`src/rtl/core/mptk_pkg.sv`:
```
// ----------------------------------------------------------------------------
// mptk_pkg: shared types and constants
// Widths, the cell count and the per-cycle step command for the
// k-transaction best-profit cell row.
// ----------------------------------------------------------------------------
package mptk_pkg;

   localparam int K_MAX    = 8;
   localparam int K_IDX_W  = (K_MAX > 1) ? $clog2(K_MAX) : 1;
   localparam int PRICE_W  = 16;
   localparam int PROFIT_W = 32;
   localparam int LIMIT_W  = 4;
   localparam int KSEL_W   = 7;

   localparam logic [LIMIT_W-1:0] LIMIT_RESET = LIMIT_W'(2);

   typedef logic [PRICE_W-1:0]  price_type;
   typedef logic [PROFIT_W-1:0] profit_type;
   typedef logic [LIMIT_W-1:0]  limit_type;

   localparam profit_type PROFIT_TOP = '1;

   typedef struct packed {
      logic                      update;
      logic                      clear;
      logic signed [PRICE_W:0]   diff;
      logic        [PRICE_W-1:0] gain;
   } mptk_step_type;

endpackage

```
`src/rtl/core/mptk_ifs.sv`:
```
// ----------------------------------------------------------------------------
// mptk_ifs: channel interfaces
// Price input, profit result and limit register write channels.
// ----------------------------------------------------------------------------
interface mptk_req_if import mptk_pkg::*; ();
   logic      valid;
   logic      ready;
   price_type price;
   logic      first_day;

   modport source (output valid, output price, output first_day, input ready);
   modport sink   (input valid, input price, input first_day, output ready);
endinterface

interface mptk_rsp_if import mptk_pkg::*; ();
   logic       valid;
   logic       ready;
   profit_type best_profit;

   modport source (output valid, output best_profit, input ready);
   modport sink   (input valid, input best_profit, output ready);
endinterface

interface mptk_csr_if import mptk_pkg::*; ();
   logic      valid;
   logic      ready;
   limit_type max_transactions;

   modport source (output valid, output max_transactions, input ready);
   modport sink   (input valid, input max_transactions, output ready);
endinterface

```
`src/rtl/core/mptk_cell.sv`:
```
// ----------------------------------------------------------------------------
// mptk_cell: one transaction-count cell
// Holds local and global best for one transaction count and updates them
// from the neighbor's global best and the day's price move.
// ----------------------------------------------------------------------------
module mptk_cell import mptk_pkg::*; (
   input  logic          clock,
   input  logic          reset,
   input  mptk_step_type step,
   input  profit_type    below,
   output profit_type    global_q,
   output profit_type    global_next
);

   profit_type local_ff, local_in;
   profit_type global_ff, global_in;

   logic        [PROFIT_W:0]   open_sum;
   logic signed [PROFIT_W+1:0] ext_sum;
   profit_type                 open_c;
   profit_type                 ext_c;
   profit_type                 loc;

   always_comb begin
      open_sum = {1'b0, below} + {{(PROFIT_W + 1 - PRICE_W){1'b0}}, step.gain};
      ext_sum  = $signed({2'b00, local_ff}) +
                 {{(PROFIT_W + 1 - PRICE_W){step.diff[PRICE_W]}}, step.diff};
      open_c   = open_sum[PROFIT_W] ? PROFIT_TOP : open_sum[PROFIT_W-1:0];
      if (ext_sum[PROFIT_W+1]) begin
         ext_c = '0;
      end else if (ext_sum[PROFIT_W]) begin
         ext_c = PROFIT_TOP;
      end else begin
         ext_c = ext_sum[PROFIT_W-1:0];
      end
      loc = (open_c > ext_c) ? open_c : ext_c;

      local_in  = local_ff;
      global_in = global_ff;
      if (step.update) begin
         if (step.clear) begin
            local_in  = '0;
            global_in = '0;
         end else begin
            local_in  = loc;
            global_in = (loc > global_ff) ? loc : global_ff;
         end
      end
   end

   always_ff @(posedge clock) begin
      if (reset) begin
         local_ff  <= '0;
         global_ff <= '0;
      end else begin
         local_ff  <= local_in;
         global_ff <= global_in;
      end
   end

   assign global_q    = global_ff;
   assign global_next = global_in;

   a_global_covers_local: assert property (@(posedge clock) disable iff (reset)
      global_ff >= local_ff)
      else $error("global best below local best");

endmodule

```
`src/rtl/core/mptk_chain.sv`:
```
// ----------------------------------------------------------------------------
// mptk_chain: row of transaction-count cells
// Cell j takes the global best of cell j-1; cell 0 sees zero.
// ----------------------------------------------------------------------------
module mptk_chain import mptk_pkg::*; (
   input  logic          clock,
   input  logic          reset,
   input  mptk_step_type step,
   output profit_type    global_next [K_MAX]
);

   profit_type global_q [K_MAX];
   profit_type below    [K_MAX];

   for (genvar j = 0; j < K_MAX; j++) begin : g_cell
      if (j == 0) begin : g_first
         assign below[j] = '0;
      end else begin : g_rest
         assign below[j] = global_q[j-1];
      end

      mptk_cell u_cell (
         .clock       (clock),
         .reset       (reset),
         .step        (step),
         .below       (below[j]),
         .global_q    (global_q[j]),
         .global_next (global_next[j])
      );
   end

endmodule

```
`src/rtl/core/max_profit_k_transactions_unit.sv`:
```
// ----------------------------------------------------------------------------
// max_profit_k_transactions_unit: best profit over k stock transactions
// Streams daily prices and returns the running best profit with at most
// the configured number of buy/sell transactions.
// ----------------------------------------------------------------------------
// Usage:
//   req: one price per transfer; first_day starts a new series and clears
//        all cells. With no first_day since reset it continues from price 0.
//   rsp: one best_profit per req transfer, in order, saturating at 2^32-1.
//   csr: writes max_transactions (always ready); write only while idle.
//        Zero gives profit 0, values above K_MAX act as K_MAX.
//   Output: the output register takes the result with the req transfer.
//   Throughput: one item per cycle while rsp is not held; all K_MAX cells
//   update in the same cycle, each from its neighbor's previous global best.
//   Stall: while rsp is held, req.ready stays low once the output register
//   is full; it rises again in the cycle rsp is taken.
//   Reset: cells, previous price and rsp.valid clear; the limit returns to 2.
// ----------------------------------------------------------------------------
module max_profit_k_transactions_unit import mptk_pkg::*; (
   input logic      clock,
   input logic      reset,
   mptk_req_if.sink   req,
   mptk_rsp_if.source rsp,
   mptk_csr_if.sink   csr
);

   limit_type     limit_ff, limit_in;
   price_type     prev_ff, prev_in;
   logic          rsp_valid_ff, rsp_valid_in;
   profit_type    rsp_data_ff, rsp_data_in;
   logic          take;
   mptk_step_type step;
   profit_type    global_next [K_MAX];
   logic [KSEL_W-1:0] k_eff;
   logic [KSEL_W-1:0] k_idx;

   assign req.ready = !rsp_valid_ff || rsp.ready;
   assign csr.ready = 1'b1;
   assign take      = req.valid && req.ready;

   always_comb begin
      step.update = take;
      step.clear  = req.first_day;
      step.diff   = $signed({1'b0, req.price}) - $signed({1'b0, prev_ff});
      step.gain   = step.diff[PRICE_W] ? '0 : step.diff[PRICE_W-1:0];
   end

   mptk_chain u_chain (
      .clock       (clock),
      .reset       (reset),
      .step        (step),
      .global_next (global_next)
   );

   always_comb begin
      k_eff = ({{(KSEL_W - LIMIT_W){1'b0}}, limit_ff} > KSEL_W'(K_MAX)) ?
              KSEL_W'(K_MAX) : {{(KSEL_W - LIMIT_W){1'b0}}, limit_ff};
      k_idx = k_eff - KSEL_W'(1);

      limit_in     = (csr.valid && csr.ready) ? csr.max_transactions : limit_ff;
      prev_in      = take ? req.price : prev_ff;
      rsp_valid_in = take || (rsp_valid_ff && !rsp.ready);
      rsp_data_in  = rsp_data_ff;
      if (take) begin
         rsp_data_in = (k_eff == '0) ? '0 : global_next[k_idx[K_IDX_W-1:0]];
      end
   end

   always_ff @(posedge clock) begin
      if (reset) begin
         limit_ff     <= LIMIT_RESET;
         prev_ff      <= '0;
         rsp_valid_ff <= 1'b0;
      end else begin
         limit_ff     <= limit_in;
         prev_ff      <= prev_in;
         rsp_valid_ff <= rsp_valid_in;
      end
   end

   always_ff @(posedge clock) begin
      rsp_data_ff <= rsp_data_in;
   end

   assign rsp.valid       = rsp_valid_ff;
   assign rsp.best_profit = rsp_data_ff;

   a_reset_empty: assert property (@(posedge clock)
      reset |=> !rsp_valid_ff)
      else $error("result pending after reset");

   a_take_fills: assert property (@(posedge clock) disable iff (reset)
      take |=> rsp_valid_ff)
      else $error("accepted item produced no result");

   a_first_zero: assert property (@(posedge clock) disable iff (reset)
      take && req.first_day |=> rsp_data_ff == '0)
      else $error("first day result not zero");

   a_limit_zero: assert property (@(posedge clock) disable iff (reset)
      take && limit_ff == '0 |=> rsp_data_ff == '0)
      else $error("zero limit result not zero");

   a_prev_tracks: assert property (@(posedge clock) disable iff (reset)
      take |=> prev_ff == $past(req.price))
      else $error("previous price not stored");

endmodule

```
`src/flat_wrapper.sv`:
```
// flat-port wrapper written by rule: the top's interface ports become plain ports
module max_profit_k_transactions_unit_flat import mptk_pkg::*;
  (clock, reset, req_valid, req_price, req_first_day, req_ready, rsp_valid, rsp_best_profit, rsp_ready, csr_valid, csr_max_transactions, csr_ready);
  mptk_req_if req_i ();
  mptk_rsp_if rsp_i ();
  mptk_csr_if csr_i ();
  input logic clock;
  input logic reset;
  input wire logic [$bits(req_i.valid)-1:0] req_valid;
  input wire logic [$bits(req_i.price)-1:0] req_price;
  input wire logic [$bits(req_i.first_day)-1:0] req_first_day;
  output wire logic [$bits(req_i.ready)-1:0] req_ready;
  output wire logic [$bits(rsp_i.valid)-1:0] rsp_valid;
  output wire logic [$bits(rsp_i.best_profit)-1:0] rsp_best_profit;
  input wire logic [$bits(rsp_i.ready)-1:0] rsp_ready;
  input wire logic [$bits(csr_i.valid)-1:0] csr_valid;
  input wire logic [$bits(csr_i.max_transactions)-1:0] csr_max_transactions;
  output wire logic [$bits(csr_i.ready)-1:0] csr_ready;
  assign req_i.valid = req_valid;
  assign req_i.price = req_price;
  assign req_i.first_day = req_first_day;
  assign req_ready = req_i.ready;
  assign rsp_valid = rsp_i.valid;
  assign rsp_best_profit = rsp_i.best_profit;
  assign rsp_i.ready = rsp_ready;
  assign csr_i.valid = csr_valid;
  assign csr_i.max_transactions = csr_max_transactions;
  assign csr_ready = csr_i.ready;
  max_profit_k_transactions_unit u_core (.clock(clock), .reset(reset), .req(req_i), .rsp(rsp_i), .csr(csr_i));
endmodule
```
`config.mk`:
```
export PLATFORM = sky130hd
export DESIGN_NAME = max_profit_k_transactions_unit_flat
export DESIGN_NICKNAME = d
export VERILOG_FILES = /design/src/rtl/core/mptk_pkg.sv /design/src/rtl/core/mptk_ifs.sv /design/src/rtl/core/mptk_cell.sv /design/src/rtl/core/mptk_chain.sv /design/src/rtl/core/max_profit_k_transactions_unit.sv /design/src/flat_wrapper.sv
export SDC_FILE = /design/constraint.sdc
export NUM_CORES = 2
export LEC_CHECK = 0
export ABC_AREA = 1
export BUFFER_PORTS_ARGS = -buffer_cell sky130_fd_sc_hd__buf_2
export CAP_MARGIN = 40
export CORE_AREA = 3 3 317 319
export DETAILED_ROUTE_END_ITERATION = 10
export DIE_AREA = 0 0 320 322
export GPL_TIMING_DRIVEN = 0
export PLACE_DENSITY = 0.87
export SYNTH_ARGS = -nofsm -noshare
export SYNTH_HDL_FRONTEND = slang
export SYNTH_SLANG_ARGS = --single-unit
```
`constraint.sdc`:
```
create_clock -name clock -period 21.9 [get_ports clock]
set_input_delay 2.19 -clock clock [delete_from_list [all_inputs] [get_ports clock]]
set_output_delay 2.19 -clock clock [all_outputs]
set_load 0.05 [all_outputs]
```
==> results of run 1 <==
[stage by stage]
step,cells,hold slack (ns)
floorplan,11400,0.433
CTS,13000,0.464
global placement,12700,0.442
detailed placement,12800,0.457
[per-layer routing]
| metal | GRT overflow | global-route usage, % |
|---|---|---|
| met1 | 0 | 70.8 |
| met2 | 2 | 85.3 |
| met3 | 0 | 47.1 |
| met4 | 0 | 61.7 |
| met5 | 0 | 21.9 |
[cell usage after synthesis, types with 5 or more instances]
cell type	n	area [sq um]
a211oi_1	23	173
a21boi_0	17	128
a21o_1	62	465
a21oi_1	1484	7430
a221oi_1	10	87.6
a31oi_1	54	338
and2_1	14	87.6
buf_1	43	161
buf_2	74	370
buf_6	12	135
clkbuf_1	267	1000
clkinv_1	8	30.0
dfxtp_1	533	10700
edfxtp_1	32	961
fa_1	9	180
ha_1	890	11100
inv_1	1162	4360
inv_2	28	105
nand2_1	3393	12700
nand2_2	34	213
nand2_4	5	56.3
nand3_1	1119	5600
nand3_2	31	310
nand3_4	7	123
nand3b_1	17	128
nand4_1	121	757
nor2_1	693	2600
nor3_1	151	756
nor4_1	63	394
o2111ai_1	7	61.3
o211ai_1	23	173
o21a_1	58	435
o21ai_0	353	1770
o21ai_1	163	816
o21ai_2	9	78.8
o21bai_1	38	285
o221ai_1	27	236
or2_1	6	37.5
or2_2	31	194
xnor2_1	127	1110
xor2_1	154	1350
[kinds of logic after synthesis]
| family | Yosys count | share of synthesized area, % |
|---|---|---|
| simple gates | 5709 | 35.3 |
| compound gates | 2346 | 18.4 |
| buf+inv | 1599 | 9.07 |
| fa+ha+maj | 899 | 16.5 |
| flops | 565 | 17.0 |
| xor+xnor | 285 | 3.69 |
| other cells | 1 | 0.00547 |
==> flow_summary_export.csv, run 1 <==
group,metric,value,unit
clock_tree,post_cts_buffers,0,
floorplanning,die_h,322,um
place,dpl_cell_area,0.0722,sq mm
floorplanning,ioPinCount,61,
grt,track_usage,67.2,%
clock_tree,htreeDepth,3,
yosys,synth-edff-count,32,
place,gp_congestion,1.27,
yosys,avgSynthCellArea,6.01,sq um
grt,grt_overflow,2,
clock_tree,clockRootBuffer,"clkbuf_16",
floorplanning,die_w,320,um
yosys,async_flop_share,0,%
place,pre_cts_ws,7.08,ns
clock_tree,cts_sinks,565,
outcome,failed_stage,"5_1_grt",
place,io_buffers,58,
yosys,yosys_warnings,0,
place,post-dp-hpwl,268000,um
yosys,synth_cell_types,66,
clock_tree,ctsLongestPathBuffers,3,
yosys,syn_inst,11400,
outcome,status,"did not finish",
yosys,synthFlopType,"dfxtp_1",
clock_tree,hold_buffers,0,
outcome,firstError,"[ERROR GRT-0232] Routing congestion too high. Check the congestion heatmap in the GUI.",
yosys,ys_seq_area_share,17.0,%
yosys,synth.ff_latch_count,565,
grt,grt_max_degree,42,
clock_tree,cts_resized,0,
clock_tree,cts_buffers,72,
floorplanning,start_util,69.8,%
yosys,syn-cell-area,0.0685,sq mm
yosys,mappedNetlistNets,12300,
floorplanning,rows,115,
grt,antenna_found_initial,65,
==> run 2: changes to the inputs <==
- CORE_AREA: 3 3 317 319 -> 3 3 418 420
- DIE_AREA: 0 0 320 322 -> 0 0 421 423
- PLACE_DENSITY: 0.87 -> default
- PLACE_DENSITY_LB_ADDON: default -> 0.15
==> flow_summary_export.csv, run 2 <==
group,metric,value,unit
floorplanning,ioPinCount,61,
yosys,mappedNetlistNets,12300,
yosys,synth_compound_area_share,18.4,%
setup_path,r2r_cells,56,
yosys,muxShareOfSynthArea,0,%
floorplanning,dieArea,0.178,sq mm
clock_tree,clockRootBuffer,"clkbuf_16",
detailed_routing,ant_nets,0,
power,vdd_drop_max,76.0,uV
clock_tree,ctsLongestPathBuffers,3,
floorplanning,die_w,421,um
timing,tns,0,ns
detailed_routing,routed_wl,384000,um
timing,fin_skew,0.0553,ns
setup_path,cp_common_cell,"nand2_1",
min_path,min-delay-path-class,"register to register",
grt,grt_pass1_wl,536000,um
yosys,yosys_warnings,0,
yosys,synth_cell_types,66,
cells_and_area,layout_common_cells,"3393 x nand2_1, 1484 x a21oi_1, 1155 x inv_1, 1119 x nand3_1, 890 x ha_1",
timing,slew_violations,0,
timing,grt_setup_unrepaired,"no",
yosys,ys_seq_area_share,17.0,%
setup_path,slowest_stage,"nor2_1",
setup_path,startpoint,"req_price[0]",
detailed_routing,drc_errors,0,
yosys,synth.top_cell.area_share,18.6,%
clock_tree,cts_sinks,565,
grt,track_usage,41.2,%
place,pre_cts_ws,6.37,ns
detailed_routing,vias,83000,
detailed_routing,drt_iter0_markers,10400,
yosys,synth-xor-area-share,3.69,%
yosys,synth_most_common_cell,"nand2_1",
setup_path,required,22.29,ns
setup_path,endpoint,"u_core.rsp.best_profit[16]$_SDFFCE_PN0P_",
clock_tree,cts_buffers,78,
yosys,syn_inst,11400,
timing,tightest_slew,1.04,ns
timing,setup_viol,0,
setup_path,crit_path_start_kind,"primary input",
timing,fmax,65.4,MHz
grt,grt_pass1_vias,75200,
grt,grt_overflow,0,
power,power_density,138,mW/mm^2
timing,post-route-period-util,69.8,%
yosys,synthFlopType,"dfxtp_1",
detailed_routing,routedWlPerCell,27.3,um
floorplanning,rows,152,
yosys,async_flop_share,0,%
setup_path,cp_data_arrival_time,15.68,ns
floorplanning,start_util,40.0,%
clock_tree,htreeDepth,3,
clock_tree,clkTransAtPathRegs,0.06,ns
detailed_routing,vias_per_cell,5.91,
yosys,ys_top_cells_by_count,"3393 x nand2_1, 1484 x a21oi_1, 1162 x inv_1",
place,io_buffers,58,
clock_tree,post_cts_buffers,0,
outcome,status,"finished, final reports clean",
place,gp_congestion,1.06,
yosys,synth_area_leaders,"nand2_1 19%, ha_1 16%, dfxtp_1 16%",
yosys,synthAdderAreaFrac,16.5,%
power,total_power,10.6,mW
yosys,synth.ff_latch_count,565,
place,dp.cells,13900,
setup_path,r2r_end,"u_core.rsp.best_profit[16]$_SDFFCE_PN0P_",
cells_and_area,final_nets,12600,
setup_path,cp-end-kind,"register",
grt,antenna_found_initial,28,
cells_and_area,fin_util,44.9,%
yosys,avgSynthCellArea,6.01,sq um
min_path,hold-path-cell-count,2,
clock_tree,cts_tree,"done",
setup_path,timing.reg2reg.setup_slack,7.90,ns
timing,fin_crit,15.30,ns
setup_path,worst-setup-path-type,"primary input to register",
yosys,syn-cell-area,0.0685,sq mm
clock_tree,hold_buffers,0,
timing,hold_violations,0,
setup_path,critPathMaxFanout,10,
cells_and_area,n_fill_cell,18600,
setup_path,timing.rr.start,"u_core.prev_ff[0]$_SDFFE_PP0P_",
yosys,synth-edff-count,32,
clock_tree,clock_latency,0.73,ns
grt,grt_max_degree,36,
place,post-dp-hpwl,324000,um
yosys,synthSimpleGateAreaFrac,35.3,%
clock_tree,cts_resized,0,
timing,slew_headroom,30.8,%
yosys,synth_top_family_by_area,"simple AND/OR/NAND/NOR gates",
cells_and_area,area_growth,12.2,%
setup_path,max_stage_delay,0.72,ns
cells_and_area,mostFrequentLayoutCell,"nand2_1",
timing,worst_slack,6.60,ns
yosys,yosysTopAreaCell,"nand2_1",
run,drv_cap,0,
cells_and_area,drive_gt1_share,5.19,%
floorplanning,core,0.171,sq mm
power,p_leak,36.5,nW
detailed_routing,dr.pass1.iters,6,
cells_and_area,stdcell_count,14100,
floorplanning,die_h,423,um
[run 2: cell counts after synthesis]
No cell type changed its count.
[run 2: routing by layer]
layer	wire length, um	track usage [%]
met2	152000	58.5
met4	25700	24.2
met3	41400	10.2
met1	164000	56.0
met5	119	0
[run 2: where the power goes]
| part | total (mW) | switching, mW | internal, mW | leakage, nW |
|---|---|---|---|---|
| Sequential | 1.47 | 0.234 | 1.24 | 4.66 |
| Combinational | 7.67 | 5.49 | 2.19 | 30.5 |
| Clock | 1.47 | 0.584 | 0.884 | 1.39 |
[run 2: metrics by stage]
stage	hold slack (ns)	cell area (sq um)
2_1_floorplan	0.433	68500
3_3_place_gp	0.444	71700
3_5_place_dp	0.453	74000
4_1_cts	0.461	76800
5_1_grt	0.477	76900
6_report	0.459	76900
[run 2: final cells by class]
class	instances	area (sq um)	share of cell area, %
multi-input combinational	9240	50800	66.1
inverter	1198	4500	5.85
tap	2310	2890	3.76
antenna	17	42.5	0.0553
clock buffer	93	2080	2.70
clock inverter	51	754	0.981
buffer	401	1740	2.26
timing repair buffer	182	2420	3.15
sequential	565	11600	15.1
[run 2: worst max-delay path: cells and delay by family]
kind	cells	cell delay (ns)
compound gates	10	2.60
simple gates	28	4.83
buf+inv	15	4.09
fa+ha+maj	5	1.80
[run 2: how the worst min path moves through the flow]
| stage | from | endpoint | slack, ns |
|---|---|---|---|
| 2_1_floorplan | u_core.prev_ff[15]$_SDFFE_PP0P_ | u_core.prev_ff[15]$_SDFFE_PP0P_ | 0.43 |
| 3_3_place_gp | u_core.prev_ff[15]$_SDFFE_PP0P_ | u_core.prev_ff[15]$_SDFFE_PP0P_ | 0.44 |
| 3_5_place_dp | u_core.prev_ff[12]$_SDFFE_PP0P_ | u_core.prev_ff[12]$_SDFFE_PP0P_ | 0.45 |
| 4_1_cts | u_core.prev_ff[12]$_SDFFE_PP0P_ | u_core.prev_ff[12]$_SDFFE_PP0P_ | 0.46 |
| 5_1_grt | u_core.prev_ff[11]$_SDFFE_PP0P_ | u_core.prev_ff[11]$_SDFFE_PP0P_ | 0.48 |
| 6_report | u_core.prev_ff[8]$_SDFFE_PP0P_ | u_core.prev_ff[8]$_SDFFE_PP0P_ | 0.46 |
[run 2: cell families (layout without fill, tap and decap cells)]
group | Yosys count | in the layout
buf+inv | 1599 | 1925
flops | 565 | 565
xor+xnor | 285 | 285
compound gates | 2346 | 2346
other cells | 1 | 18
simple gates | 5709 | 5709
fa+ha+maj | 899 | 899
(Power assumes the default switching activity.)
